**src/tprs_pkg.sv**
```systemverilog
// tprs_pkg: shared types and constants for the touch point rotate/scale block.
// No dependencies.
`default_nettype none

package tprs_pkg;

  // Width of one mapped coordinate on the result channel
  localparam int OUT_W      = 26;
  // Result tdata: mapped_x, mapped_y packed and padded to whole bytes
  localparam int OUT_DATA_W = ((2 * OUT_W + 7) / 8) * 8;
  localparam int CFG_ADDR_W = 3;

  typedef enum logic [CFG_ADDR_W-1:0] {
    REG_BASE_X        = 3'd0,
    REG_BASE_Y        = 3'd1,
    REG_WIN_WIDTH     = 3'd2,
    REG_WIN_HEIGHT    = 3'd3,
    REG_TARGET_WIDTH  = 3'd4,
    REG_TARGET_HEIGHT = 3'd5,
    REG_QUARTER_TURNS = 3'd6
  } cfg_reg_t;

  typedef enum logic [1:0] {
    ROT_0   = 2'd0,
    ROT_90  = 2'd1,
    ROT_180 = 2'd2,
    ROT_270 = 2'd3
  } rot_t;

  // Per-request control carried alongside the divider data
  typedef struct packed {
    logic valid;
    logic neg_x;
    logic neg_y;
    logic zero_x;
    logic zero_y;
  } tprs_ctl_t;

endpackage

`default_nettype wire

```
**src/tprs_front.sv**
```systemverilog
// tprs_front: window offset, quarter-turn selection and scale multiply.
// Two register stages ahead of the divider chain. Uses tprs_pkg.
`default_nettype none

module tprs_front
  import tprs_pkg::*;
#(
  parameter int C = 12,
  parameter int N = 2 * C + 1
) (
  input  wire logic         clk,
  input  wire logic         rst_n,
  input  wire logic         en,
  input  wire logic         in_valid,
  input  wire logic [C-1:0] point_x,
  input  wire logic [C-1:0] point_y,
  input  wire logic [C-1:0] base_x,
  input  wire logic [C-1:0] base_y,
  input  wire logic [C-1:0] win_width,
  input  wire logic [C-1:0] win_height,
  input  wire logic [C-1:0] target_width,
  input  wire logic [C-1:0] target_height,
  input  wire rot_t         quarter_turns,
  output tprs_ctl_t         ctl_o,
  output logic [N-1:0]      prod_x_o,
  output logic [N-1:0]      prod_y_o,
  output logic [C-1:0]      den_x_o,
  output logic [C-1:0]      den_y_o
);

  // stage A: signed offsets and divisor choice
  logic                signed [C+1:0] dx, dy, vwdx, vhdy;
  logic                signed [C+1:0] a_off_x_nxt, a_off_y_nxt;
  logic [C-1:0]        a_den_x_nxt, a_den_y_nxt;
  logic                a_valid_r;
  logic signed [C+1:0] a_off_x_r, a_off_y_r;
  logic [C-1:0]        a_den_x_r, a_den_y_r, a_num_x_r, a_num_y_r;

  // stage B: magnitude times numerator
  logic [C+1:0]        abs_x, abs_y;
  logic [N-1:0]        b_prod_x_nxt, b_prod_y_nxt;
  tprs_ctl_t           b_ctl_nxt, b_ctl_r;
  logic [N-1:0]        b_prod_x_r, b_prod_y_r;
  logic [C-1:0]        b_den_x_r, b_den_y_r;

  always_comb begin
    dx   = $signed({2'b00, point_x}) - $signed({2'b00, base_x});
    dy   = $signed({2'b00, point_y}) - $signed({2'b00, base_y});
    vwdx = $signed({2'b00, win_width}) - dx;
    vhdy = $signed({2'b00, win_height}) - dy;
    unique case (quarter_turns)
      ROT_0: begin
        a_off_x_nxt = dx;    a_den_x_nxt = win_width;
        a_off_y_nxt = dy;    a_den_y_nxt = win_height;
      end
      ROT_90: begin
        a_off_x_nxt = dy;    a_den_x_nxt = win_height;
        a_off_y_nxt = vwdx;  a_den_y_nxt = win_width;
      end
      ROT_180: begin
        a_off_x_nxt = vwdx;  a_den_x_nxt = win_width;
        a_off_y_nxt = vhdy;  a_den_y_nxt = win_height;
      end
      default: begin
        a_off_x_nxt = vhdy;  a_den_x_nxt = win_height;
        a_off_y_nxt = dx;    a_den_y_nxt = win_width;
      end
    endcase
  end

  always_ff @(posedge clk) begin
    if (!rst_n) begin
      a_valid_r <= 1'b0;
    end else if (en) begin
      a_valid_r <= in_valid;
    end
  end

  always_ff @(posedge clk) begin
    if (en) begin
      a_off_x_r <= a_off_x_nxt;
      a_off_y_r <= a_off_y_nxt;
      a_den_x_r <= a_den_x_nxt;
      a_den_y_r <= a_den_y_nxt;
      a_num_x_r <= target_width;
      a_num_y_r <= target_height;
    end
  end

  // magnitude fits C+1 bits, so the product fits N = 2C+1 bits
  always_comb begin
    abs_x = a_off_x_r[C+1] ? (C+2)'(0) - a_off_x_r : a_off_x_r;
    abs_y = a_off_y_r[C+1] ? (C+2)'(0) - a_off_y_r : a_off_y_r;
    b_prod_x_nxt     = N'(abs_x[C:0]) * N'(a_num_x_r);
    b_prod_y_nxt     = N'(abs_y[C:0]) * N'(a_num_y_r);
    b_ctl_nxt.valid  = a_valid_r;
    b_ctl_nxt.neg_x  = a_off_x_r[C+1];
    b_ctl_nxt.neg_y  = a_off_y_r[C+1];
    b_ctl_nxt.zero_x = (a_den_x_r == '0);
    b_ctl_nxt.zero_y = (a_den_y_r == '0);
  end

  always_ff @(posedge clk) begin
    if (!rst_n) begin
      b_ctl_r <= '0;
    end else if (en) begin
      b_ctl_r <= b_ctl_nxt;
    end
  end

  always_ff @(posedge clk) begin
    if (en) begin
      b_prod_x_r <= b_prod_x_nxt;
      b_prod_y_r <= b_prod_y_nxt;
      b_den_x_r  <= a_den_x_r;
      b_den_y_r  <= a_den_y_r;
    end
  end

  assign ctl_o    = b_ctl_r;
  assign prod_x_o = b_prod_x_r;
  assign prod_y_o = b_prod_y_r;
  assign den_x_o  = b_den_x_r;
  assign den_y_o  = b_den_y_r;

endmodule

`default_nettype wire

```
**config.mk**
```make
export PLATFORM = sky130hd
export DESIGN_NAME = tprs_front
export DESIGN_NICKNAME = d
export VERILOG_FILES = /design/src/tprs_pkg.sv /design/src/tprs_front.sv
export SDC_FILE = /design/constraint.sdc
export NUM_CORES = 1
export LEC_CHECK = 0
export ABC_AREA = 0
export BUFFER_PORTS_ARGS = -buffer_cell sky130_fd_sc_hd__buf_2
export CAP_MARGIN = 20
export CORE_MARGIN = 5
export CORE_UTILIZATION = 51
export CTS_CLUSTER_SIZE = 25
export DETAILED_ROUTE_END_ITERATION = 7
export GPL_TIMING_DRIVEN = 0
export PLACE_DENSITY_LB_ADDON = 0.3
export SLEW_MARGIN = 25
export SYNTH_ARGS = -nofsm -noshare
export SYNTH_HDL_FRONTEND = slang
export SYNTH_SLANG_ARGS = --single-unit
```
**constraint.sdc**
```tcl
create_clock -name clk -period 15.5 [get_ports clk]
set_input_delay 2.325 -clock clk [delete_from_list [all_inputs] [get_ports clk]]
set_output_delay 2.325 -clock clk [all_outputs]
set_load 0.01 [all_outputs]
```
==> out/results.ini, run 1 <==
[synth]
synth_fp_nets=2337
synth_top_area_cell=edfxtp_1
synth_area_mm2=0.01850
synth.yosys.seq_area_share=0.2500
synth-edff-count=150
synth_top_area_share=0.2435
synth_warnings=0
synth_area_per_cell_um2=10.08
synth_cell_types=62
synth_top_cells_by_area=edfxtp_1 (24%), fa_1 (24%), ha_1 (12%), inv_1 (7.0%), and2_1 (4.6%)
synth_cells=1835
ys_seq_elements=156
async_flop_share=0
synthTopCellsByCount=inv_1 (347), fa_1 (224), nand2_1 (197)
yosysMostFrequentCell=inv_1
ys.flop_type=edfxtp_1

[detailed_routing]
drt_iter0_markers=841
wl_per_cell_um=17.83
vias=13508
wirelength_mm=44.72
drt_first_pass_iters=5
detail_route.vias_per_cell=5.386
ant_nets=0
drc=0

[timing]
setup_ws_ns=7.712
slew_viol_final=0
skew_ns=0.02101
setup_viol=0
fin_crit_sh=0.5024
period_minus_slack_ns=7.788
rsz0062_at_grt=no
finalHoldViolCount=0
slew-limit-headroom=0.5007
fmax_ghz=0.1284
finalSetupTns_ns=0
worst_pin_slew_ns=0.7490

[global_route]
grt_max_degree=96
antenna_found_initial=1
track_usage=0.2241
gr-total-overflow=0
grt_pass1_wl_mm=72.84
grt_pass1_vias=14374

[floorplan]
start_util=0.5189
core-area_mm2=0.03566
row_count=69
die-area_mm2=0.04018
die_h_um=200.5
die_w_um=200.5
io_pins=181

[setup_path]
worstPathMaxFanout=10
end_kind=register
r2r_cells=26
crit_type=reg -> reg
critPathLaunchType=register
cp.arrival_ns=7.97
critPathRequiredTime_ns=15.69

[final_layout]
final_cells=2508
area_growth_syn_to_layout_pct=11.58
drive_gt1_frac=0.1339
finalNetCount=2535

[clock_tree]
numCtsBuffers=17
clockBufferDepth=2
cts_tree=built
cts-htree-levels=4
post_cts.repair.setup_buffers=0
clk_pin_slew_ns=0.07
insertion_delay_ns=0.46
cts_resized=0
clkSinkCount=156
hold_buffers=0
clock-root-buffer=clkbuf_16

[place]
pre_cts_ws_ns=7.778
dpl.cell_count=2475
hpwlAfterDp_mm=36.67
numPortBuffers=178
finalWeightedCongestion=0.9052

[hold_path]
hold_depth=0
min_path_type=reg -> reg

[flow_run]
drv_cap=0

[status]
outcome=complete, no violations

==> per-layer routing <==
metal / part of all wire / track usage / vias up
met5: 0 / 0 / -
met4: 0.032 / 0.07301 / 0
met3: 0.066 / 0.05024 / 78
met2: 0.47 / 0.3760 / 461
met1: 0.43 / 0.2908 / 6612
li1: - / - / 6357
==> worst max-delay path, stage by stage (launching register included) <==
cell and delay (ns):
edfxtp_1 0.52, clkbuf_1 0.30, inv_1 0.11, ha_1 0.16, nand2_1 0.08, or4_1 0.47
o21ai_0 0.23, xnor2_1 0.23, clkbuf_1 0.48, nand2_1 0.16, fa_1 0.52, fa_1 0.53
inv_1 0.06, fa_1 0.49, fa_1 0.49, inv_1 0.05, fa_1 0.47, inv_1 0.04
ha_1 0.33, a21o_1 0.22, a21o_1 0.17, a21o_1 0.21, or3_1 0.34, o211ai_1 0.27
a31o_2 0.26, mux2i_1 0.20, o211ai_1 0.12
==> placed cells by master, fill, tap and decap left out, drive strengths merged, types with 6 or more instances in the layout <==
cell    instances
a211oi         14
a21o           21
a21oi          44
a31oi          12
and2          136
and3            6
buf           184
clkbuf         77
clkinv          9
dfxtp           6
edfxtp        150
fa            224
ha            176
inv           353
mux2           22
mux2i           8
mux4           23
nand2         197
nand2b         18
nand3          15
nand4           7
nor2           53
nor2b          33
nor3           33
nor4            8
o211ai          7
o21a           16
o21ai          32
o21bai          6
o31ai          12
o41ai           7
xnor2          80
xor2           13
==> per-stage QoR <==
step	hold WS (ns)	area [µm²]	utilization
6_report	0.4556	20640	0.5789
5_1_grt	0.4695	20640	0.5789
4_1_cts	0.4571	20640	0.5789
3_5_place_dp	0.4375	20010	0.5611
3_3_place_gp	0.4311	19970	0.5600
2_1_floorplan	0.4268	18500	-
==> worst paths after layout <==
path	slack, ns	endpoint	from
worst min-delay path	0.46	den_x_o[2]	a_den_x_r[2]
worst max register to register	7.71	prod_x_o[22]	a_off_x_r[0]
worst max-delay path	7.71	prod_x_o[22]	a_off_x_r[0]
worst min register to register	0.46	den_x_o[2]	a_den_x_r[2]
==> sequential cells by signal, summed over array words and instances, names as in the netlist <==
signal,count
prod_x_o,25
a_den_y_r,12
a_num_x_r,12
prod_y_o,25
a_num_y_r,12
a_off_x_r,14
a_valid_r,1
a_den_x_r,12
den_y_o,12
a_off_y_r,14
ctl_o,5
den_x_o,12
==> logic make-up after synthesis <==
| family | count (synthesis) | share of synthesized area |
|---|---|---|
| AOI/OAI and AO/OA | 196 | 0.07365 |
| xor gates and xnor gates | 93 | 0.04403 |
| adders and majority gates | 400 | 0.3614 |
| buffers and inverters | 412 | 0.08393 |
| DFF | 156 | 0.2500 |
| muxes | 53 | 0.04572 |
| and+or+nand+nor | 525 | 0.1413 |
==> cell type report <==
type / instances / area [µm²]
Fill cell: 3073 / 15010
Multi-Input combinational cell: 1267 / 12320
Sequential cell: 156 / 4624
Inverter: 347 / 1303
Timing Repair Buffer: 179 / 928.4
Tap cell: 461 / 576.8
Clock buffer: 17 / 425.4
Buffer: 65 / 250.2
Clock inverter: 15 / 209.0
Antenna cell: 1 / 2.502
Power of run 1 is not shown: default switching activity piles up to over one toggle a cycle in this logic, so the estimate is an artifact.
==> run 2: changes to the inputs <==
==> constraint.sdc (replaced) <==
create_clock -name clk -period 7.91 [get_ports clk]
set_input_delay 1.1865 -clock clk [delete_from_list [all_inputs] [get_ports clk]]
set_output_delay 1.1865 -clock clk [all_outputs]
set_load 0.01 [all_outputs]
==> run 2 against run 1 <==
Net effect: worst hold slack about the same; count of clock-buffer cells in the layout unchanged; cell count is essentially flat; utilization about the same; largest cell class unchanged.
==> out/results.ini, run 2 (same netlist as run 1, synthesis figures left out) <==
[detailed_routing]
wl_per_cell_um=17.80
wirelength_mm=44.63
drt_iter0_markers=893
drc=0
vias=13570
ant_nets=0
drt_first_pass_iters=5
detail_route.vias_per_cell=5.413

[final_layout]
finalNetCount=2534
n_fill_cell=3072
drive_gt1_frac=0.1350
multi_input_area_mm2=0.01232
regArea_mm2=0.004624
final_common_cell=inv_1
area_growth_syn_to_layout_pct=11.59
final_cell_mix=inv_1 (347), fa_1 (224), nand2_1 (197), buf_2 (179), ha_1 (176)

[floorplan]
io_pins=181
start_util=0.5189
die_h_um=200.5
die-area_mm2=0.04018
row_count=69
core-area_mm2=0.03566
die_w_um=200.5

[flow_run]
drv_cap=0

[global_route]
track_usage=0.2241
grt_pass1_wl_mm=72.84
gr-total-overflow=0
grt_pass1_vias=14374
grt_max_degree=96
antenna_found_initial=1

[timing]
slew-limit-headroom=0.4941
skew_ns=0.02127
fin_crit_sh=0.9353
worst_pin_slew_ns=0.7589
setup_viol=0
period_minus_slack_ns=7.398
finalSetupTns_ns=0
holdWs_ns=0.4556
fmax_ghz=0.1352
slew_viol_final=0
rsz0062_at_grt=no
finalHoldViolCount=0

[setup_path]
critPathRequiredTime_ns=8.10
worstPathMaxFanout=15
crit_type=reg -> reg
end_kind=register
cp.arrival_ns=7.58
crit_family=adder cells
crit_slowest_cell=edfxtp_1
critPathLaunchType=register
path_buf_inv=5
crit_top_cell=fa_1
cp_slowest_stage_delay_ns=0.64

[status]
outcome=complete, no violations

[clock_tree]
insertion_delay_ns=0.46
clkSinkCount=156
hold_buffers=0
numCtsBuffers=17
clockBufferDepth=2
clk_pin_slew_ns=0.07
cts_tree=built
cts-htree-levels=4
clock-root-buffer=clkbuf_16

[hold_path]
min_path_type=reg -> reg

[place]
hpwlAfterDp_mm=36.67
numPortBuffers=178
finalWeightedCongestion=0.9052

run 2: cell count changes in the layout (fill, tap and decap cells not counted), sizes merged:
cell    delta
clkbuf     -1
run 2: repair_timing:
| item | 4_1_cts | 5_1_grt |
|---|---|---|
| setup endpoints to repair | 0 | 5 |
| setup buffers | 0 | 0 |
| gates resized for setup | 0 | 6 |
run 2: stage by stage:
stage | setup WS, ns | instances | utilization | cell area (µm²)
after floorplan | 1.174 | 1835 | - | 18500
after global placement | 0.2588 | 2474 | 0.5600 | 19970
after detailed placement | 0.1876 | 2475 | 0.5611 | 20010
after CTS | 0.1734 | 2507 | 0.5789 | 20640
after global routing | 0.1161 | 2506 | 0.5789 | 20640
final | 0.5119 | 2507 | 0.5790 | 20640
run 2: cell type report:
cell class,count,share of cell area
Tap cell,461,0.02794
Clock buffer,17,0.02061
Clock inverter,15,0.01012
Antenna cell,1,0.0001212
Multi-Input combinational cell,1267,0.5969
Buffer,64,0.01218
Inverter,347,0.06309
Timing Repair Buffer,179,0.04497
Sequential cell,156,0.2240
run 2: worst paths after layout:
| kind | endpoint | startpoint | slack, ns | depth (start not counted) |
|---|---|---|---|---|
| max | prod_x_o[22] | a_off_x_r[0] | 0.51 | 25 |
| min | den_x_o[2] | a_den_x_r[2] | 0.46 | 0 |
| max reg2reg | prod_x_o[22] | a_off_x_r[0] | 0.51 | 25 |
| min reg2reg | den_x_o[2] | a_den_x_r[2] | 0.46 | 0 |
run 2: per-layer routing:
layer  global-route usage  vias up  share of wire
li1                     -     6359              -
met1               0.2908     6648           0.43
met2               0.3760      489           0.47
met3              0.05024       74          0.066
met4              0.07301        0          0.031
met5                    0        -              0
Power of run 2 is left out for the same reason.
