`config.mk`:
```
export PLATFORM = sky130hd
export DESIGN_NAME = tprs_div_cell
export DESIGN_NICKNAME = d
export VERILOG_FILES = /design/src/tprs_pkg.sv /design/src/tprs_div_cell.sv
export SDC_FILE = /design/constraint.sdc
export NUM_CORES = 1
export LEC_CHECK = 0
export BUFFER_PORTS_ARGS = -buffer_cell sky130_fd_sc_hd__buf_2
export CAP_MARGIN = 20
export CORE_MARGIN = 2
export CORE_UTILIZATION = 45
export DETAILED_ROUTE_END_ITERATION = 8
export GPL_ROUTABILITY_DRIVEN = 0
export GPL_TIMING_DRIVEN = 0
export PLACE_DENSITY = 0.77
export SLEW_MARGIN = 20
export SYNTH_ARGS = -nofsm -noshare
export SYNTH_HDL_FRONTEND = slang
export SYNTH_SLANG_ARGS = --single-unit
```
`constraint.sdc`:
```
create_clock -name clk -period 3.11 [get_ports clk]
set_clock_uncertainty 0.1 [all_clocks]
set_input_delay 0.311 -clock clk [delete_from_list [all_inputs] [get_ports clk]]
set_output_delay 0.311 -clock clk [all_outputs]
set_load 0.02 [all_outputs]
```
`src/tprs_pkg.sv`:
```
// tprs_pkg: shared types and constants for the touch point rotate/scale block.
// No dependencies.
`default_nettype none

package tprs_pkg;

  // Width of one mapped coordinate on the result channel
  localparam int OUT_W      = 26;
  // Result tdata: mapped_x, mapped_y packed and padded to whole bytes
  localparam int OUT_DATA_W = ((2 * OUT_W + 7) / 8) * 8;
  localparam int CFG_ADDR_W = 3;

  typedef enum logic [CFG_ADDR_W-1:0] {
    REG_BASE_X        = 3'd0,
    REG_BASE_Y        = 3'd1,
    REG_WIN_WIDTH     = 3'd2,
    REG_WIN_HEIGHT    = 3'd3,
    REG_TARGET_WIDTH  = 3'd4,
    REG_TARGET_HEIGHT = 3'd5,
    REG_QUARTER_TURNS = 3'd6
  } cfg_reg_t;

  typedef enum logic [1:0] {
    ROT_0   = 2'd0,
    ROT_90  = 2'd1,
    ROT_180 = 2'd2,
    ROT_270 = 2'd3
  } rot_t;

  // Per-request control carried alongside the divider data
  typedef struct packed {
    logic valid;
    logic neg_x;
    logic neg_y;
    logic zero_x;
    logic zero_y;
  } tprs_ctl_t;

endpackage

`default_nettype wire

```
`src/tprs_div_cell.sv`:
```
// tprs_div_cell: one restoring division step for both axes, registered.
// N of these in a row yield the quotient bits MSB first. Uses tprs_pkg.
`default_nettype none

module tprs_div_cell
  import tprs_pkg::*;
#(
  parameter int C = 12,
  parameter int N = 2 * C + 1
) (
  input  wire logic         clk,
  input  wire logic         rst_n,
  input  wire logic         en,
  input  wire tprs_ctl_t    ctl_i,
  input  wire logic [C-1:0] rem_x_i,
  input  wire logic [N-1:0] dq_x_i,
  input  wire logic [C-1:0] den_x_i,
  input  wire logic [C-1:0] rem_y_i,
  input  wire logic [N-1:0] dq_y_i,
  input  wire logic [C-1:0] den_y_i,
  output tprs_ctl_t         ctl_o,
  output logic [C-1:0]      rem_x_o,
  output logic [N-1:0]      dq_x_o,
  output logic [C-1:0]      den_x_o,
  output logic [C-1:0]      rem_y_o,
  output logic [N-1:0]      dq_y_o,
  output logic [C-1:0]      den_y_o
);

  // dq holds the unconsumed dividend bits on top, quotient bits below
  logic [C:0]   t_x, t_y, d_x, d_y;
  logic         ge_x, ge_y;
  logic [C-1:0] rem_x_nxt, rem_y_nxt;
  logic [N-1:0] dq_x_nxt, dq_y_nxt;
  tprs_ctl_t    ctl_r;
  logic [C-1:0] rem_x_r, rem_y_r, den_x_r, den_y_r;
  logic [N-1:0] dq_x_r, dq_y_r;

  always_comb begin
    t_x  = {rem_x_i, dq_x_i[N-1]};
    t_y  = {rem_y_i, dq_y_i[N-1]};
    ge_x = (t_x >= {1'b0, den_x_i});
    ge_y = (t_y >= {1'b0, den_y_i});
    d_x  = t_x - {1'b0, den_x_i};
    d_y  = t_y - {1'b0, den_y_i};
    rem_x_nxt = ge_x ? d_x[C-1:0] : t_x[C-1:0];
    rem_y_nxt = ge_y ? d_y[C-1:0] : t_y[C-1:0];
    dq_x_nxt  = {dq_x_i[N-2:0], ge_x};
    dq_y_nxt  = {dq_y_i[N-2:0], ge_y};
  end

  always_ff @(posedge clk) begin
    if (!rst_n) begin
      ctl_r <= '0;
    end else if (en) begin
      ctl_r <= ctl_i;
    end
  end

  always_ff @(posedge clk) begin
    if (en) begin
      rem_x_r <= rem_x_nxt;
      rem_y_r <= rem_y_nxt;
      dq_x_r  <= dq_x_nxt;
      dq_y_r  <= dq_y_nxt;
      den_x_r <= den_x_i;
      den_y_r <= den_y_i;
    end
  end

  assign ctl_o   = ctl_r;
  assign rem_x_o = rem_x_r;
  assign rem_y_o = rem_y_r;
  assign dq_x_o  = dq_x_r;
  assign dq_y_o  = dq_y_r;
  assign den_x_o = den_x_r;
  assign den_y_o = den_y_r;

endmodule

`default_nettype wire

```
==> metrics.csv, run 1 <==
stage;metric;value;unit
run_status;status;complete, no violations;
layout;area_growth;32.0;%
synthesis;synth.most_common_cell;edfxtp_1;
clocking;clk_latency;0.36;ns
synthesis;synthTopCellsByCount;edfxtp_1 (98), inv_1 (33), ha_1 (24);
placed_design;numPortBuffers;208;
synthesis;yosysSeqAreaShare;65.6;%
power;powerDensity;526;nW/um^2
layout;layout-drive-gt1-share;45.8;%
synthesis;synthArstFlopShare;0;%
critical_path;cp-start-kind;input port;
detailed_routing;vias;3310;
critical_path;crit_arrival;2.59;ns
detailed_routing;drc_errors;0;
sta;rsz0062_at_grt;no;
die;placementRows;37;
clocking;cts_buffers;9;
global_routing;grt_antenna_before_repair;0;
synthesis;syn_area_per_cell;15.1;sq um
job;maxCapViolCount;0;
layout;multiInputGateArea;1450;sq um
clocking;cts_root_buf;clkbuf_8;
critical_path;slowest_stage;o31ai_2;
critical_path;cpPeakStageDelay;0.43;ns
sta;worst_pin_slew;0.455;ns
sta;worst_hold_slack;0.0198;ns
placed_design;hpwl;7990;um
synthesis;synth_top_area_cell;edfxtp_1;
detailed_routing;drt_wl_total;10400;um
critical_path;setup.worst_path.end_class;flip-flop;
synthesis;synthCells;307;
die;coreArea;10200;sq um
synthesis;synth_ff_type;edfxtp_1;
layout;regArea;3040;sq um
clocking;cts_tree;done;
sta;fmax;388;MHz
global_routing;grt_max_degree;76;
detailed_routing;drt_iter0_markers;180;
global_routing;grt.total_usage;18.2;%
synthesis;synth_edf_count;98;
die;initial_utilization;45.6;%
clocking;cts_buffer_depth;2;
critical_path;required;3.12;ns
global_routing;grt_pass1_vias;3239;
detailed_routing;wl_per_cell;15.4;um
clocking;cts_resized;0;
synthesis;synth.top_cell.area_share;63.4;%
min_path;hold_path.class;in -> reg;
sta;tns;0;ns
sta;slew_viol_final;0;
detailed_routing;detail_route.vias_per_cell;4.90;
critical_path;worst-path-max-fanout;10;
critical_path;crit_chain;buf_2 -> inv_1 -> ha_1 -> nor2b_1 -> o31a_1 -> o21ai_1 -> and2_1 -> o21a_1 -> o31ai_2 -> buf_6 -> mux2_4;
power;p_leak;2.77;nW
detailed_routing;firstDrtPassIters;4;
clocking;cts.htree.levels;3;
sta;period_share;82.8;%
layout;nets;666;
clocking;cts_sinks;103;
synthesis;yosysWarnings;0;
sta;period_needed;2.58;ns
die;die_w;106;um
layout;fillers;829;
die;pin_count;209;
synthesis;synth.distinct_cells;41;
global_routing;grt_overflow_total;0;
synthesis;ys_seq_elements;103;
die;die_h;106;um
sta;setup_viol;0;
synthesis;synthesis.area;4640;sq um
clocking;post_cts_buffers;0;
detailed_routing;ant_nets;0;
synthesis;synth_area_leaders;edfxtp_1 (63%), ha_1 (6.5%), inv_1 (2.7%);
sta;relSlewSlack;69.5;%
power;peakVddDrop;235;uV
layout;num_antenna_cells;0;
clocking;clk_pin_slew_worst_paths;0.10;ns
global_routing;grt_pass1_wl;15800;um
sta;hold_viol_final;0;
die;die_area;11100;sq um
synthesis;syn_nets;439;
critical_path;crit_type;in -> reg;
report_power, final:
group | leakage (nW) | total [mW] | switching [mW] | internal (mW)
combinational | 1.68 | 0.755 | 0.440 | 0.316
sequential | 1.00 | 1.71 | 0.0320 | 1.68
clock | 0.0805 | 0.764 | 0.464 | 0.299
final cells by class:
class / instances / area share (%)
Multi-Input combinational cell: 168 / 23.6
Sequential cell: 103 / 49.6
Inverter: 33 / 2.02
Clock buffer: 11 / 2.14
Tap cell: 136 / 2.78
Clock inverter: 5 / 0.674
Buffer: 3 / 0.429
Timing Repair Buffer: 216 / 18.7
cell usage in the layout, fill, tap and decap left out, drive strengths merged, types with 5 or more instances in the layout:
cell	instances
inv	35
edfxtp	98
xnor2	9
nor3	5
nor2	11
nand3	6
o21ai	8
buf	211
ha	24
o21a	5
clkbuf	12
dlygate4sd3	7
a21o	6
xor2	6
dfxtp	5
mux2	20
nor2b	10
mux2i	9
a21oi	16
cells by family (layout without fill, tap and decap cells):
logic type,count (synthesis),in the layout,synth area share [%]
flops,103,103,65.6
xor+xnor,15,15,2.83
compound gates,50,50,8.22
mux,29,29,7.36
fa+ha+maj,26,26,7.33
buf+inv,36,268,3.23
simple gates,48,48,5.47
path summary, 6_finish.rpt:
check / start / endpoint / slack, ns / cells after the start
setup reg to reg: ctl_o[0] / ctl_o[0] / 2.37 / 2
setup / recovery: den_x_i[1] / rem_x_o[4] / 0.53 / 11
hold reg to reg: ctl_o[1] / ctl_o[1] / 0.43 / 2
hold / removal: dq_x_i[1] / dq_x_o[2] / 0.02 / 1
worst max-delay path: cells and delay by family:
family | cells | cell delay, ns
fa+ha+maj | 1 | 0.28
mux | 1 | 0.32
compound gates | 4 | 0.85
simple gates | 2 | 0.41
buf+inv | 3 | 0.41
metrics by stage:
step	area [sq um]	total power [mW]	util, %	cells	setup slack (ns)
after floorplan	4640	2.21	-	307	0.499
after global placement	5850	2.47	57.5	651	0.170
after detailed placement	5890	2.49	57.8	652	0.147
after CTS	6110	3.26	60.0	673	0.531
after global routing	6130	3.37	60.2	675	0.422
final	6130	3.23	60.2	675	0.534
timing repair:
action	CTS	global route
setup endpoints to repair	0	0
hold buffers	5	2
hold endpoints to repair	5	2
routing by layer:
metal  vias up  routed length [um]  global-route usage, %  share of wire, %
met1      1556                4170                   21.6                40
li1       1595                   -                      -                 -
met3        18                 811                   4.02               7.8
met2       141                5200                   31.8                50
met4         0                 223                   7.80               2.1
met5         -                   0                      0                 0
flip-flops by register name (all words and copies together), names as in the netlist:
signal and flops:
rem_y_o 12, rem_x_o 12, den_y_o 12, ctl_o 5, dq_y_o 25, den_x_o 12
dq_x_o 25
No activity file was read; power rests on OpenSTA's default activity.
==> run 2: changes to the inputs <==
==> constraint.sdc (replaced) <==
create_clock -name clk -period 2.45 [get_ports clk]
set_clock_uncertainty 0.1 [all_clocks]
set_input_delay 0.245 -clock clk [delete_from_list [all_inputs] [get_ports clk]]
set_output_delay 0.245 -clock clk [all_outputs]
set_load 0.02 [all_outputs]
==> run 2 against run 1 <==
Against the previous run: die area did not move; critical path depth down 1; routed wire length is 14% higher; sequential cell count is the same; design area is 12% higher; hold slack improved by 0.014 ns; sequential share of layout area decreased by 5.4 points; sequential power up 27%; non-clock buffer count up 73; setup slack got worse by 0.52 ns; via count is 9.2% higher; largest cell class unchanged.
==> metrics.csv, run 2 (synthesized netlist as in run 1, its figures left out) <==
stage;metric;value;unit;change
critical_path;setup.worst_path.end_class;flip-flop;;unchanged
critical_path;ff2ff_path_depth;2;;unchanged
detailed_routing;drt_wl_total;11900;um;was 10400 um
power;power_switching;1.22;mW;was 0.936 mW
die;initial_utilization;45.6;%;unchanged
min_path;hold_path.class;in -> reg;;unchanged
clocking;cts_sinks;103;;unchanged
power;p_leak;3.09;nW;was 2.77 nW
layout;layout-drive-gt1-share;42.9;%;was 45.8%
layout;num_antenna_cells;0;;unchanged
global_routing;grt.total_usage;21.1;%;was 18.2%
sta;period_needed;2.44;ns;
sta;hold_viol_final;0;;unchanged
global_routing;grt_pass1_vias;3809;;was 3239
layout;layout_commonest_cell;buf_2;;unchanged
detailed_routing;firstDrtPassIters;5;;was 4
placed_design;numPortBuffers;208;;unchanged
layout;mostFrequentLayoutCells;buf_2 (207), edfxtp_1 (98), dlygate4sd3_1 (71), inv_1 (32), ha_1 (22);;was buf_2 (207), edfxtp_1 (98), inv_1 (33), ha_1 (24), a21oi_1 (14)
layout;nets;739;;was 666
clocking;cts_root_buf;clkbuf_8;;unchanged
critical_path;r2r-start;ctl_o[0];;unchanged
min_path;hp-start;den_y_i[1];;was dq_x_i[1]
run_status;status;complete, no violations;;unchanged
power;intPower;3.00;mW;was 2.29 mW
critical_path;crit_chain;dlygate4sd3_1 -> buf_2 -> inv_1 -> ha_1 -> nand3_1 -> a21oi_2 -> a2111oi_4 -> buf_4 -> buf_6 -> mux2_1;;was buf_2 -> inv_1 -> ha_1 -> nor2b_1 -> o31a_1 -> o21ai_1 -> and2_1 -> o21a_1 -> o31ai_2 -> buf_6 -> mux2_4
global_routing;grt_overflow_total;0;;unchanged
die;pin_count;209;;unchanged
critical_path;crit_type;in -> reg;;unchanged
critical_path;cpPeakStageDelay;0.53;ns;was 0.43 ns
critical_path;reg2reg_to;ctl_o[0];;unchanged
global_routing;grt_pass1_wl;18400;um;was 15800 um
power;p_clk_share;22.9;%;was 23.7%
clocking;cts_buffers;9;;unchanged
sta;relSlewSlack;59.7;%;was 69.5%
detailed_routing;detail_route.vias_per_cell;4.84;;was 4.90
power;powerDensity;614;nW/um^2;was 526 nW/um^2
sta;setup_viol;0;;unchanged
clocking;clk_pin_slew_worst_paths;0.09;ns;was 0.10 ns
detailed_routing;wl_per_cell;15.9;um;was 15.4 um
global_routing;grt_antenna_before_repair;0;;unchanged
critical_path;slowest_stage;dlygate4sd3_1;;was o31ai_2
layout;fin_util;67.5;%;was 60.2%
job;maxCapViolCount;0;;unchanged
die;die_area;11100;sq um;unchanged
critical_path;r2r_slack;1.71;ns;was 2.37 ns
die;coreArea;10200;sq um;unchanged
power;peakVddDrop;357;uV;was 235 uV
sta;worst_hold_slack;0.0341;ns;was 0.0198 ns
min_path;hold_depth;1;;unchanged
detailed_routing;ant_nets;0;;unchanged
critical_path;crit_arrival;2.43;ns;was 2.59 ns
layout;area_growth;48.0;%;was 32.0%
critical_path;crit_start;den_y_i[11];;was den_x_i[1]
global_routing;grt_max_degree;58;;was 76
critical_path;cp-start-kind;input port;;unchanged
clocking;cts.htree.levels;3;;unchanged
critical_path;worst-path-max-fanout;5;;was 10
detailed_routing;drc_errors;0;;unchanged
clocking;cts_tree;done;;unchanged
min_path;hold_path_end;den_y_o[1];;was dq_x_o[2]
placed_design;hpwl;7940;um;was 7990 um
clocking;clk_latency;0.35;ns;was 0.36 ns
detailed_routing;vias;3614;;was 3310
power;seq_power_share;51.4;%;was 52.9%
clocking;cts_buffer_depth;2;;unchanged
sta;slew_viol_final;0;;unchanged
detailed_routing;drt_iter0_markers;244;;was 180
sta;fmax;410;MHz;
die;die_w;106;um;unchanged
sta;period_share;99.5;%;
critical_path;required;2.44;ns;was 3.12 ns
power;switching_share;29.0;%;about the same
sta;worst_pin_slew;0.604;ns;was 0.455 ns
die;die_h;106;um;unchanged
die;placementRows;37;;unchanged
power;comb_power_share;25.7;%;was 23.4%
==> run 2: cell types whose count changed in the layout (fill, tap and decap cells not counted), moves of 2 or more <==
cell and delta:
buf_4 +9, clkinvlp_4 -2, dlygate4sd3_1 +64, ha_1 -2
==> run 2: worst max-delay path by stage <==
stage / slack, ns / depth (start not counted) / to
floorplan: 0.002 / 10 / rem_x_o[10]
global placement: -0.31 / 11 / rem_x_o[4]
detailed placement: -0.37 / 10 / rem_y_o[7]
CTS: 0.01 / 10 / rem_y_o[7]
global route: -0.03 / 12 / rem_y_o[7]
finish: 0.01 / 10 / rem_y_o[7]
==> run 2: power by group through the flow <==
stage / sequential [mW] / combinational [mW] / clock, mW
2_1_floorplan: 2.44 / 0.373 / 0
3_3_place_gp: 2.20 / 0.934 / 0
3_5_place_dp: 2.21 / 0.966 / 0
4_1_cts: 2.17 / 1.06 / 0.996
5_1_grt: 2.18 / 1.16 / 1.06
6_report: 2.17 / 1.09 / 0.967
==> run 2: layout make-up <==
class,count,area [sq um]
inverters,33,124
flip-flops and latches,103,3040
plain buffers,3,26.3
clock inverters,5,42.5
repair buffers,289,1850
clock buffers,10,128
well taps,136,170
multi-input cells,168,1490
fillers,747,3310
==> run 2: critical path: cells and delay by family <==
kind | cells | cell delay, ns
buf+inv | 5 | 1.01
compound gates | 2 | 0.37
mux | 1 | 0.35
fa+ha+maj | 1 | 0.34
simple gates | 1 | 0.12
==> run 2: per-layer routing <==
metal,part of all wire (%),track usage (%),wire [um],vias to the layer above
met5,0,0,0,-
met2,53,38.7,6240,158
met3,6.6,4.27,783,19
met1,39,24.2,4600,1694
li1,-,-,-,1743
met4,2.2,8.18,257,0
==> run 2: through the flow <==
stage / setup slack, ns / cell area [sq um] / power [mW] / std cells / setup TNS, ns
6_report: 0.0114 / 6870 / 4.22 / 747 / 0
3_5_place_dp: -0.372 / 5920 / 3.17 / 652 / -6.07
4_1_cts: 0.0118 / 6800 / 4.22 / 738 / 0
3_3_place_gp: -0.312 / 5890 / 3.14 / 651 / -5.77
5_1_grt: -0.0313 / 6870 / 4.40 / 747 / -0.149
2_1_floorplan: 0.00209 / 4670 / 2.81 / 307 / 0
==> run 2: repair_timing <==
action	CTS	global route
hold buffers	71	0
setup buffers	0	8
hold endpoints to repair	71	0
endpoints found under the setup margin	0	14
gates resized for setup	0	3
